[config.mk]
export PLATFORM = sky130hd
export DESIGN_NAME = radix_digit_converter_top
export DESIGN_NICKNAME = d
export VERILOG_FILES = /design/src/design/rdc_pkg.sv /design/src/design/radix_digit_converter_top.sv
export SDC_FILE = /design/constraint.sdc
export NUM_CORES = 1
export LEC_CHECK = 0
export BUFFER_PORTS_ARGS = -buffer_cell sky130_fd_sc_hd__buf_2
export CAP_MARGIN = 20
export CORE_MARGIN = 2
export CORE_UTILIZATION = 62
export CTS_CLUSTER_DIAMETER = 80
export DETAILED_ROUTE_END_ITERATION = 7
export PLACE_DENSITY = 0.8
export SLEW_MARGIN = 20
export SYNTH_ARGS = -nofsm -noshare
export SYNTH_HDL_FRONTEND = slang
export SYNTH_SLANG_ARGS = --single-unit
[constraint.sdc]
create_clock -name aclk -period 7.6 [get_ports aclk]
set_clock_uncertainty 0.15 [all_clocks]
set_input_delay 0.38 -clock aclk [delete_from_list [all_inputs] [get_ports aclk]]
set_output_delay 0.38 -clock aclk [all_outputs]
set_load 0.02 [all_outputs]
[src/design/rdc_pkg.sv]
// Constants and helpers for the radix digit converter.
// No dependencies; used by radix_digit_converter_top.
package rdc_pkg;

    localparam int unsigned RADIX_W = 6;
    localparam int unsigned CHAR_W  = 7;

    localparam logic [RADIX_W-1:0] RADIX_MIN   = 6'd2;
    localparam logic [RADIX_W-1:0] RADIX_MAX   = 6'd36;
    localparam logic [RADIX_W-1:0] RADIX_RESET = 6'd10;
    localparam logic [RADIX_W-1:0] DEC_DIGITS  = 6'd10;

    localparam logic [CHAR_W-1:0] ASCII_ZERO   = 7'd48;
    localparam logic [CHAR_W-1:0] ASCII_LETTER = 7'd55;

    typedef logic [RADIX_W-1:0] digit_t;
    typedef logic [CHAR_W-1:0]  char_t;

    function automatic char_t digit_to_ascii(input digit_t d);
        if (d < DEC_DIGITS) begin
            return ASCII_ZERO + {1'b0, d};
        end else begin
            return ASCII_LETTER + {1'b0, d};
        end
    endfunction

    function automatic digit_t clamp_radix(input digit_t r);
        if (r < RADIX_MIN) begin
            return RADIX_MIN;
        end else if (r > RADIX_MAX) begin
            return RADIX_MAX;
        end else begin
            return r;
        end
    endfunction

endpackage

[src/design/radix_digit_converter_top.sv]
// Signed integer to radix 2..36 ASCII digit stream, bit-serial long division.
// Depends on rdc_pkg.
//
//  channel | dir | handshake         | payload
//  --------+-----+-------------------+------------------------------------------
//  s_      | in  | s_tvalid/s_tready | s_tdata[63:0] value
//  m_      | out | m_tvalid/m_tready | m_tdata digit_char, m_tuser negative, m_tlast
//  cfg_    | in  | cfg_wr_en         | cfg_wr_data out_radix
//
// Each digit is found by restoring division, one quotient bit per cycle. Once
// all digits are stored, each is read from the digit store (ST_READ, ST_LOAD)
// and presented (ST_SEND), where it waits for m_tready while the output stalls.
// Reset clears control state and sets the radix to ten; the digit store is
// not cleared. One item is converted at a time; s_tready is high only idle.
module radix_digit_converter_top
    import rdc_pkg::*;
#(
    parameter int unsigned VALUE_BITS = 64,
    parameter int unsigned MAX_DIGITS = 64
) (
    input  logic         aclk,
    input  logic         aresetn,
    input  logic         cfg_wr_en,
    input  logic [5:0]   cfg_wr_data,  // [5:0] out_radix
    input  logic         s_tvalid,
    output logic         s_tready,
    input  logic [63:0]  s_tdata,      // [63:0] value
    output logic         m_tvalid,
    input  logic         m_tready,
    output logic [7:0]   m_tdata,      // [6:0] digit_char, [7] zero
    output logic         m_tuser,      // [0] negative
    output logic         m_tlast
);

    localparam int unsigned BW = $clog2(VALUE_BITS);
    localparam int unsigned CW = $clog2(MAX_DIGITS + 1);
    localparam int unsigned AW = $clog2(MAX_DIGITS);
    localparam logic [BW-1:0] BIT_LAST = BW'(VALUE_BITS - 1);
    localparam logic [CW-1:0] CNT_MAX  = CW'(MAX_DIGITS);

    localparam logic [2:0] ST_IDLE = 3'd0;
    localparam logic [2:0] ST_DIV  = 3'd1;
    localparam logic [2:0] ST_READ = 3'd2;
    localparam logic [2:0] ST_LOAD = 3'd3;
    localparam logic [2:0] ST_SEND = 3'd4;

    logic [2:0]            state_reg, state_next;
    logic [VALUE_BITS-1:0] quot_reg, quot_next;
    digit_t                rem_reg, rem_next;
    logic [BW-1:0]         bit_reg, bit_next;
    logic [CW-1:0]         cnt_reg, cnt_next;
    logic [AW-1:0]         addr_reg, addr_next;
    logic                  neg_reg, neg_next;
    logic                  valid_reg, valid_next;
    logic                  last_reg, last_next;
    char_t                 char_reg, char_next;
    digit_t                radix_reg;
    digit_t                rd_data_reg;
    digit_t                digit_store [MAX_DIGITS];

    digit_t                radix_eff;
    logic [6:0]            trial;
    logic [6:0]            trial_diff;
    logic                  trial_ge;
    digit_t                rem_step;
    logic [VALUE_BITS-1:0] quot_step;
    logic [VALUE_BITS-1:0] v_low;
    logic [VALUE_BITS-1:0] v_mag;
    logic                  wr_en;
    logic [CW-1:0]         cnt_inc;

    assign radix_eff  = clamp_radix(radix_reg);
    assign trial      = {rem_reg, quot_reg[VALUE_BITS-1]};
    assign trial_ge   = trial >= {1'b0, radix_eff};
    assign trial_diff = trial - {1'b0, radix_eff};
    assign rem_step   = trial_ge ? trial_diff[5:0] : trial[5:0];
    assign quot_step  = {quot_reg[VALUE_BITS-2:0], trial_ge};
    assign v_low      = s_tdata[VALUE_BITS-1:0];
    assign v_mag      = v_low[VALUE_BITS-1]
                      ? (~v_low + {{(VALUE_BITS-1){1'b0}}, 1'b1}) : v_low;
    assign wr_en      = (state_reg == ST_DIV) && (bit_reg == BIT_LAST);
    assign cnt_inc    = cnt_reg + {{(CW-1){1'b0}}, 1'b1};

    assign s_tready = (state_reg == ST_IDLE);
    assign m_tvalid = valid_reg;
    assign m_tdata  = {1'b0, char_reg};
    assign m_tuser  = neg_reg;
    assign m_tlast  = last_reg;

    always_comb begin
        state_next = state_reg;
        quot_next  = quot_reg;
        rem_next   = rem_reg;
        bit_next   = bit_reg;
        cnt_next   = cnt_reg;
        addr_next  = addr_reg;
        neg_next   = neg_reg;
        valid_next = valid_reg;
        last_next  = last_reg;
        char_next  = char_reg;
        case (state_reg)
            ST_IDLE: begin
                if (s_tvalid) begin
                    quot_next  = v_mag;
                    rem_next   = '0;
                    bit_next   = '0;
                    cnt_next   = '0;
                    neg_next   = v_low[VALUE_BITS-1];
                    state_next = ST_DIV;
                end
            end
            ST_DIV: begin
                quot_next = quot_step;
                rem_next  = rem_step;
                bit_next  = bit_reg + {{(BW-1){1'b0}}, 1'b1};
                if (bit_reg == BIT_LAST) begin
                    bit_next = '0;
                    rem_next = '0;
                    cnt_next = cnt_inc;
                    if ((quot_step == '0) || (cnt_inc == CNT_MAX)) begin
                        addr_next  = cnt_reg[AW-1:0];
                        state_next = ST_READ;
                    end
                end
            end
            ST_READ: begin
                state_next = ST_LOAD;
            end
            ST_LOAD: begin
                char_next  = digit_to_ascii(rd_data_reg);
                last_next  = (addr_reg == '0);
                valid_next = 1'b1;
                state_next = ST_SEND;
            end
            ST_SEND: begin
                if (m_tready) begin
                    valid_next = 1'b0;
                    if (last_reg) begin
                        state_next = ST_IDLE;
                    end else begin
                        addr_next  = addr_reg - {{(AW-1){1'b0}}, 1'b1};
                        state_next = ST_READ;
                    end
                end
            end
            default: begin
                state_next = ST_IDLE;
                valid_next = 1'b0;
            end
        endcase
    end

    always_ff @(posedge aclk) begin
        if (!aresetn) begin
            state_reg <= ST_IDLE;
            valid_reg <= 1'b0;
            bit_reg   <= '0;
            cnt_reg   <= '0;
            radix_reg <= RADIX_RESET;
        end else begin
            state_reg <= state_next;
            valid_reg <= valid_next;
            bit_reg   <= bit_next;
            cnt_reg   <= cnt_next;
            if (cfg_wr_en) begin
                radix_reg <= cfg_wr_data;
            end
        end
    end

    always_ff @(posedge aclk) begin
        quot_reg <= quot_next;
        rem_reg  <= rem_next;
        addr_reg <= addr_next;
        neg_reg  <= neg_next;
        last_reg <= last_next;
        char_reg <= char_next;
    end

    always_ff @(posedge aclk) begin
        if (wr_en) begin
            digit_store[cnt_reg[AW-1:0]] <= rem_step;
        end
        if (state_reg == ST_READ) begin
            rd_data_reg <= digit_store[addr_reg];
        end
    end

endmodule
==> metrics.md, run 1 <==
| Metric | Value |
|---|---|
| Status | complete, no violations |
| Worst-path cell chain | or3b_2 > buf_4 > nor2_1 > nand3_1 > nor2_1 > nand2_1 > nor2_1 |
| R2r endpoint | digit_store[8][2] |
| Max-cap violations | 0 |
| Util after Layout | 70.5% |
| LEAKAGE | 0.00798 µW |
| VDD IR max | 0.246 mV |
| Critical path startpoint | state_reg[0] |
| Final worst path period share | 47.7% |
| Die area | 36900 µm² |
| Critical Path Fanout Max | 57 |
| CP peak stage delay | 0.73 ns |
| Area leader, netlist | edfxtp_1 |
| Clock Latency Late Sink | 0.60 ns |
| Number of synthesized flops with an enable pin | 475 |
| Power Total | 7110 µW |
| Largest net degree at the start of global routing | 84 |
| Critical path depth in cells | 7 |
| Actual slew at the worst max-slew pin | 1.04 ns |
| Fin. max-slew vios | 0 |
| H-tree levels | 2 |
| CTS Sinks | 498 |
| RSZ-0062 raised after global routing | false |
| CP required | 7.65 ns |
| Worst path slowest cell | nor2_1 |
| Total track usage | 28.9% |
| Vias | 13500 |
| Buf+Inv Stages, Crit Path | 1 |
| Post-synth top area share | 65.1% |
| DRT iter0 DRCs | 1633 |
| DRT Pass-1 Iters | 6 |
| Starting Density | 63.1% |
| First-pass GRT wire length | 78.9 mm |
| Share of cells above drive strength 1 | 18.7% |
| R2r setup slk | 3.98 ns |
| Num CTS Buffers | 49 |
| Most frequent cells in the layout | edfxtp_1 (475), nor2_1 (136), nand2_1 (118) |
| Detailed-route wire length | 51.6 mm |
| Cell Area, Synth | 21900 µm² |
| Final cell count without fillers | 2040 |
| Commonest non-fill, non-tap cell in the layout | edfxtp_1 |
| Top FF cell, synth | edfxtp_1 |
| Synth area leaders | edfxtp_1 (65%), mux4_2 (9.9%), nor2_1 (2.3%), xor2_1 (2.3%), dfxtp_1 (2.1%) |
| Crit path capture type | register |
| Routed WL per cell | 25.3 µm |
| Residual DRC count | 0 |
| Antenna viol nets, final | 0 |
| Pre-CTS WS | 3.99 ns |
| Area growth from synthesis to layout | 11.6% |
| Worst Path Arrival | 3.68 ns |
| Routability Congestion | 0.950 |
| Hold_buf cts | 9 |
| CTS tree | built |
| Post-Syn Nets | 1557 |
| Register bit total from synthesis | 498 |
| Synth async-reset ratio | 0% |
| Worst R2R Start | state_reg[0] |
| Clk slew on worst S/H paths | 0.06 ns |
| PortBufs | 85 |
| Gr ovfl total | 0 |
| Via-per-instance ratio | 6.60 |
| Fmax | 0.276 GHz |
| Crit path kind | reg2reg |
| Post-cts resize count | 0 |
| Number of global-route vias before repair | 13300 |
| Ys Warns | 0 |
| Core area | 34700 µm² |
| Distinct cells, synth | 61 |
| Hold Path Cell Cnt | 3 |
| HP Class | in2reg |
| Hold Fails Final Rpt | 0 |
| Setup TNS | 0 ns |
| Final setup fails | 0 |
| DIE HEIGHT | 192 µm |
| Startpoint types | register |
| Placed Cells | 1945 |
| CTS Buffer Depth | 3 |
| Slew headroom | 30.6% |
| Worst Slack Setup Final | 3.98 ns |
| Fillers | 2168 |
| Synthesized instance count | 1467 |
| Sequential area share after synthesis | 67.2% |
| Crit path max-delay family | simple AND/OR/NAND/NOR gates |
| Cell row count | 68 |
| Worst setup path endpoint | digit_store[8][2] |
| Number of flip-flops in the largest register | 384 |
| Layout Nets | 1640 |
| Initial antenna violation count | 2 |
| Die width | 192 µm |
| Worst Reg-to-Reg Cells | 7 |
| Hpwl dp | 31.8 mm |
| Num ports | 87 |
| Post-synthesis average cell area | 14.9 µm² |
| Post-CTS Setup Inserts | 0 |
| Shortest period the worst path allows | 3.62 ns |
| Power Dens Cells | 291 nW/µm² |
| CTS Root Cell | clkbuf_16 |
| Most common cell on crit path | nor2_1 |
## tightest hold or removal path, stage by stage
cell and delay [ns]:
buf_2 0.12, nand2_1 0.06, o21ai_0 0.06
## cell usage after synthesis, types with 12 or more instances
library cell  number
a21oi_1           44
buf_2             12
clkbuf_1          55
dfxtp_1           23
edfxtp_1         475
ha_1              14
inv_1             16
mux2i_1           22
mux4_2            96
nand2_1          119
nand3_1           22
nand4_1           12
nor2_1           136
nor2b_1           29
nor3_1            29
nor4_1            31
o21ai_0           72
o31ai_1           18
o41ai_1           15
or3_1             12
xnor2_1           15
xor2_1            58
## layout make-up
cell class	count	area, µm²	share of cell area (%)
clock inverters	27	355	1.45
multi-input cells	874	6860	28.0
repair buffers	111	646	2.64
inverters	16	60.1	0.245
clock buffers	58	1260	5.15
flip-flops and latches	498	14700	60.2
diodes	1	2.50	0.0102
well taps	455	569	2.33
## through the flow
step	cell area (µm²)	hold WS (ns)
floorplan	21900	0.312
global placement	22800	0.305
detailed placement	22800	0.309
CTS	24500	0.0100
global route	24500	0.0488
finish	24500	0.0210
## metal layers
| metal | vias to the layer above | GRT usage [%] | part of all wire [%] |
|---|---|---|---|
| li1 | 5892 | - | - |
| met1 | 6660 | 38.4 | 38 |
| met2 | 749 | 46.7 | 49 |
| met3 | 153 | 6.25 | 8.8 |
| met4 | 0 | 12.7 | 4.5 |
| met5 | - | 0 | 0 |
## kinds of logic (layout without fill, tap and decap cells)
logic type	Yosys count	in the layout	synth area share, %
compound gates	220	220	6.55
xor+xnor	73	73	2.92
fa+ha+maj	15	15	0.890
buf+inv	95	212	1.75
flops	498	498	67.2
mux	123	123	11.1
other cells	1	2	0.0171
simple gates	442	442	9.58
## how the worst min path moves through the flow
stage / startpoint / endpoint / slack [ns]
floorplan: bit_reg[4] / bit_reg[4] / 0.31
global placement: m_tvalid / m_tvalid / 0.31
detailed placement: m_tvalid / m_tvalid / 0.31
CTS: s_tdata[0] / quot_reg[0] / 0.01
global route: s_tdata[0] / quot_reg[0] / 0.05
finish: s_tdata[0] / quot_reg[0] / 0.02
## power breakdown
| part | leakage, µW | switching [µW] | internal [µW] |
|---|---|---|---|
| logic | 0.00267 | 772 | 274 |
| clock network | 0.000776 | 1030 | 1430 |
| registers | 0.00453 | 65.2 | 3540 |
| total | 0.00798 | 1870 | 5240 |
Note: power is estimated with default switching activity, not from simulation.
==> inputs of run 2 (changes only) <==
CORE_UTILIZATION = 56   (was 62)
PLACE_DENSITY = 0.76   (was 0.8)
clock period = 3.3 ns   (was 7.6 ns; I/O delays follow)
==> metrics.md, run 2 (synthesized netlist as in run 1, its figures left out) <==
| Metric | Value |
|---|---|
| VDD IR max | 0.474 mV |
| Number of flip-flops in the largest register | 384 |
| Placed Area | 23500 µm² |
| Layout Nets | 1790 |
| Initial antenna violation count | 0 |
| Die width | 202 µm |
| DIE HEIGHT | 202 µm |
| LEAKAGE | 0.00881 µW |
| Crit path kind | in2reg |
| CTS tree | built |
| DRT Pass-1 Iters | 6 |
| Detailed-route wire length | 53.8 mm |
| Util after Layout | 67.8% |
| Setup TNS | 0 ns |
| Routability Congestion | 0.939 |
| Worst path slowest cell | or4_4 |
| Worst Slack Setup Final | 0.211 ns |
| Antenna viol nets, final | 0 |
| Residual DRC count | 0 |
| Post-CTS Setup Inserts | 0 |
| PortBufs | 85 |
| CP required | 3.44 ns |
| Power Total | 17000 µW |
| Pre-CTS WS | 0.212 ns |
| Cell row count | 72 |
| Worst Path Arrival | 3.23 ns |
| Power Dens Cells | 650 nW/µm² |
| Fillers | 2466 |
| CP peak stage delay | 0.63 ns |
| Gr ovfl total | 0 |
| RSZ-0062 raised after global routing | false |
| Starting Density | 56.7% |
| Vias | 14200 |
| Core area | 38600 µm² |
| Final setup fails | 0 |
| Share of cells above drive strength 1 | 21.5% |
| Hpwl dp | 33.7 mm |
| Slew headroom | 27.9% |
| Die area | 40700 µm² |
| Fin. max-slew vios | 0 |
| Via-per-instance ratio | 6.28 |
| Number of global-route vias before repair | 14400 |
| Actual slew at the worst max-slew pin | 1.05 ns |
| Startpoint types | input port |
| Shortest period the worst path allows | 3.09 ns |
| Crit path max-delay family | simple AND/OR/NAND/NOR gates |
| Critical Path Fanout Max | 11 |
| Fmax | 0.324 GHz |
| Clock Latency Late Sink | 0.60 ns |
| Most frequent cells in the layout | edfxtp_1 (475), nor2_1 (136), nand2_1 (118) |
| HP Class | in2reg |
| Largest net degree at the start of global routing | 90 |
| Worst-path cell chain | dlygate4sd3_1 > buf_2 > or4_1 > or3_1 > or4_4 > o41ai_1 > xor2_1 > o21ai_0 |
| Num CTS Buffers | 50 |
| CTS Sinks | 498 |
| Num ports | 87 |
| CTS Buffer Depth | 3 |
| DRT iter0 DRCs | 1327 |
| Design area | 26200 µm² |
| Total track usage | 26.9% |
| Status | complete, no violations |
| Crit path capture type | register |
| Commonest non-fill, non-tap cell in the layout | edfxtp_1 |
| Area growth from synthesis to layout | 19.5% |
| H-tree levels | 2 |
| Area of the multi-input gates | 6870 µm² |
| Hold Fails Final Rpt | 0 |
| Register area | 14700 µm² |
| Final worst path period share | 93.6% |
| Buf+Inv Stages, Crit Path | 2 |
| First-pass GRT wire length | 83.7 mm |
| Max-cap violations | 0 |
| Routed WL per cell | 23.8 µm |
| CTS Root Cell | clkbuf_16 |
| Clk slew on worst S/H paths | 0.06 ns |
[run 2: cell count changes in the layout (fill, tap and decap cells not counted), moves of 2 or more]
cell           delta
buf_12           +13
bufinv_16         +4
dlygate4sd3_1    +79
clkinv_2          -2
inv_6             +2
buf_4            +56
[run 2: through the flow]
stage | hold WS (ns) | cells
after detailed placement | 0.247 | 2078
after CTS | 0.0495 | 2257
final | 0.0764 | 2258
after floorplan | 0.114 | 1467
after global routing | 0.102 | 2257
after global placement | 0.230 | 2078
[run 2: report_power, final]
part | switching [µW] | internal (µW) | leakage, µW | total, µW
sequential | 161 | 8140 | 0.00453 | 8300
clock | 2380 | 3670 | 0.000850 | 6060
combinational | 1810 | 870 | 0.00343 | 2680
[run 2: worst paths after layout]
path | from | to | slack, ns | cells past startpoint
setup / recovery | s_tdata[19] | quot_reg[49] | 0.21 | 8
setup reg to reg | radix_reg[2] | rem_reg[1] | 0.26 | 12
hold / removal | s_tdata[41] | quot_reg[41] | 0.08 | 4
hold reg to reg | bit_reg[1] | bit_reg[1] | 0.36 | 2
[run 2: worst reg2reg max path, stage by stage, from the launching register on]
cell,delay (ns)
dfxtp_1,0.33
nor3_2,0.27
nand2_1,0.08
nand2_1,0.06
o21ai_0,0.16
ha_1,0.26
a21oi_1,0.13
o21ai_0,0.12
a41oi_1,0.24
buf_4,0.25
mux2_2,0.38
buf_12,0.18
nor2b_1,0.18
[run 2: layer usage]
layer	routed length, µm	GRT usage [%]	share of wire (%)	vias to the layer above
met5	0	0	0	-
met4	2190	9.98	4.1	0
met3	4020	4.14	7.5	152
met2	27000	46.0	50	737
met1	20700	35.2	38	7090
li1	-	-	-	6203
[run 2: layout make-up]
cell class / instances / share of cell area, %
diodes: 1 / 0.00955
clock buffers: 60 / 4.92
clock inverters: 31 / 1.86
inverters: 16 / 0.229
multi-input cells: 874 / 26.2
flip-flops and latches: 498 / 56.2
well taps: 518 / 2.47
repair buffers: 260 / 8.10
[run 2: timing repair]
item	in CTS	in global routing
hold buffers	88	0
gates resized for setup	0	2
endpoints found under the setup margin	0	65
hold endpoints to repair	88	0
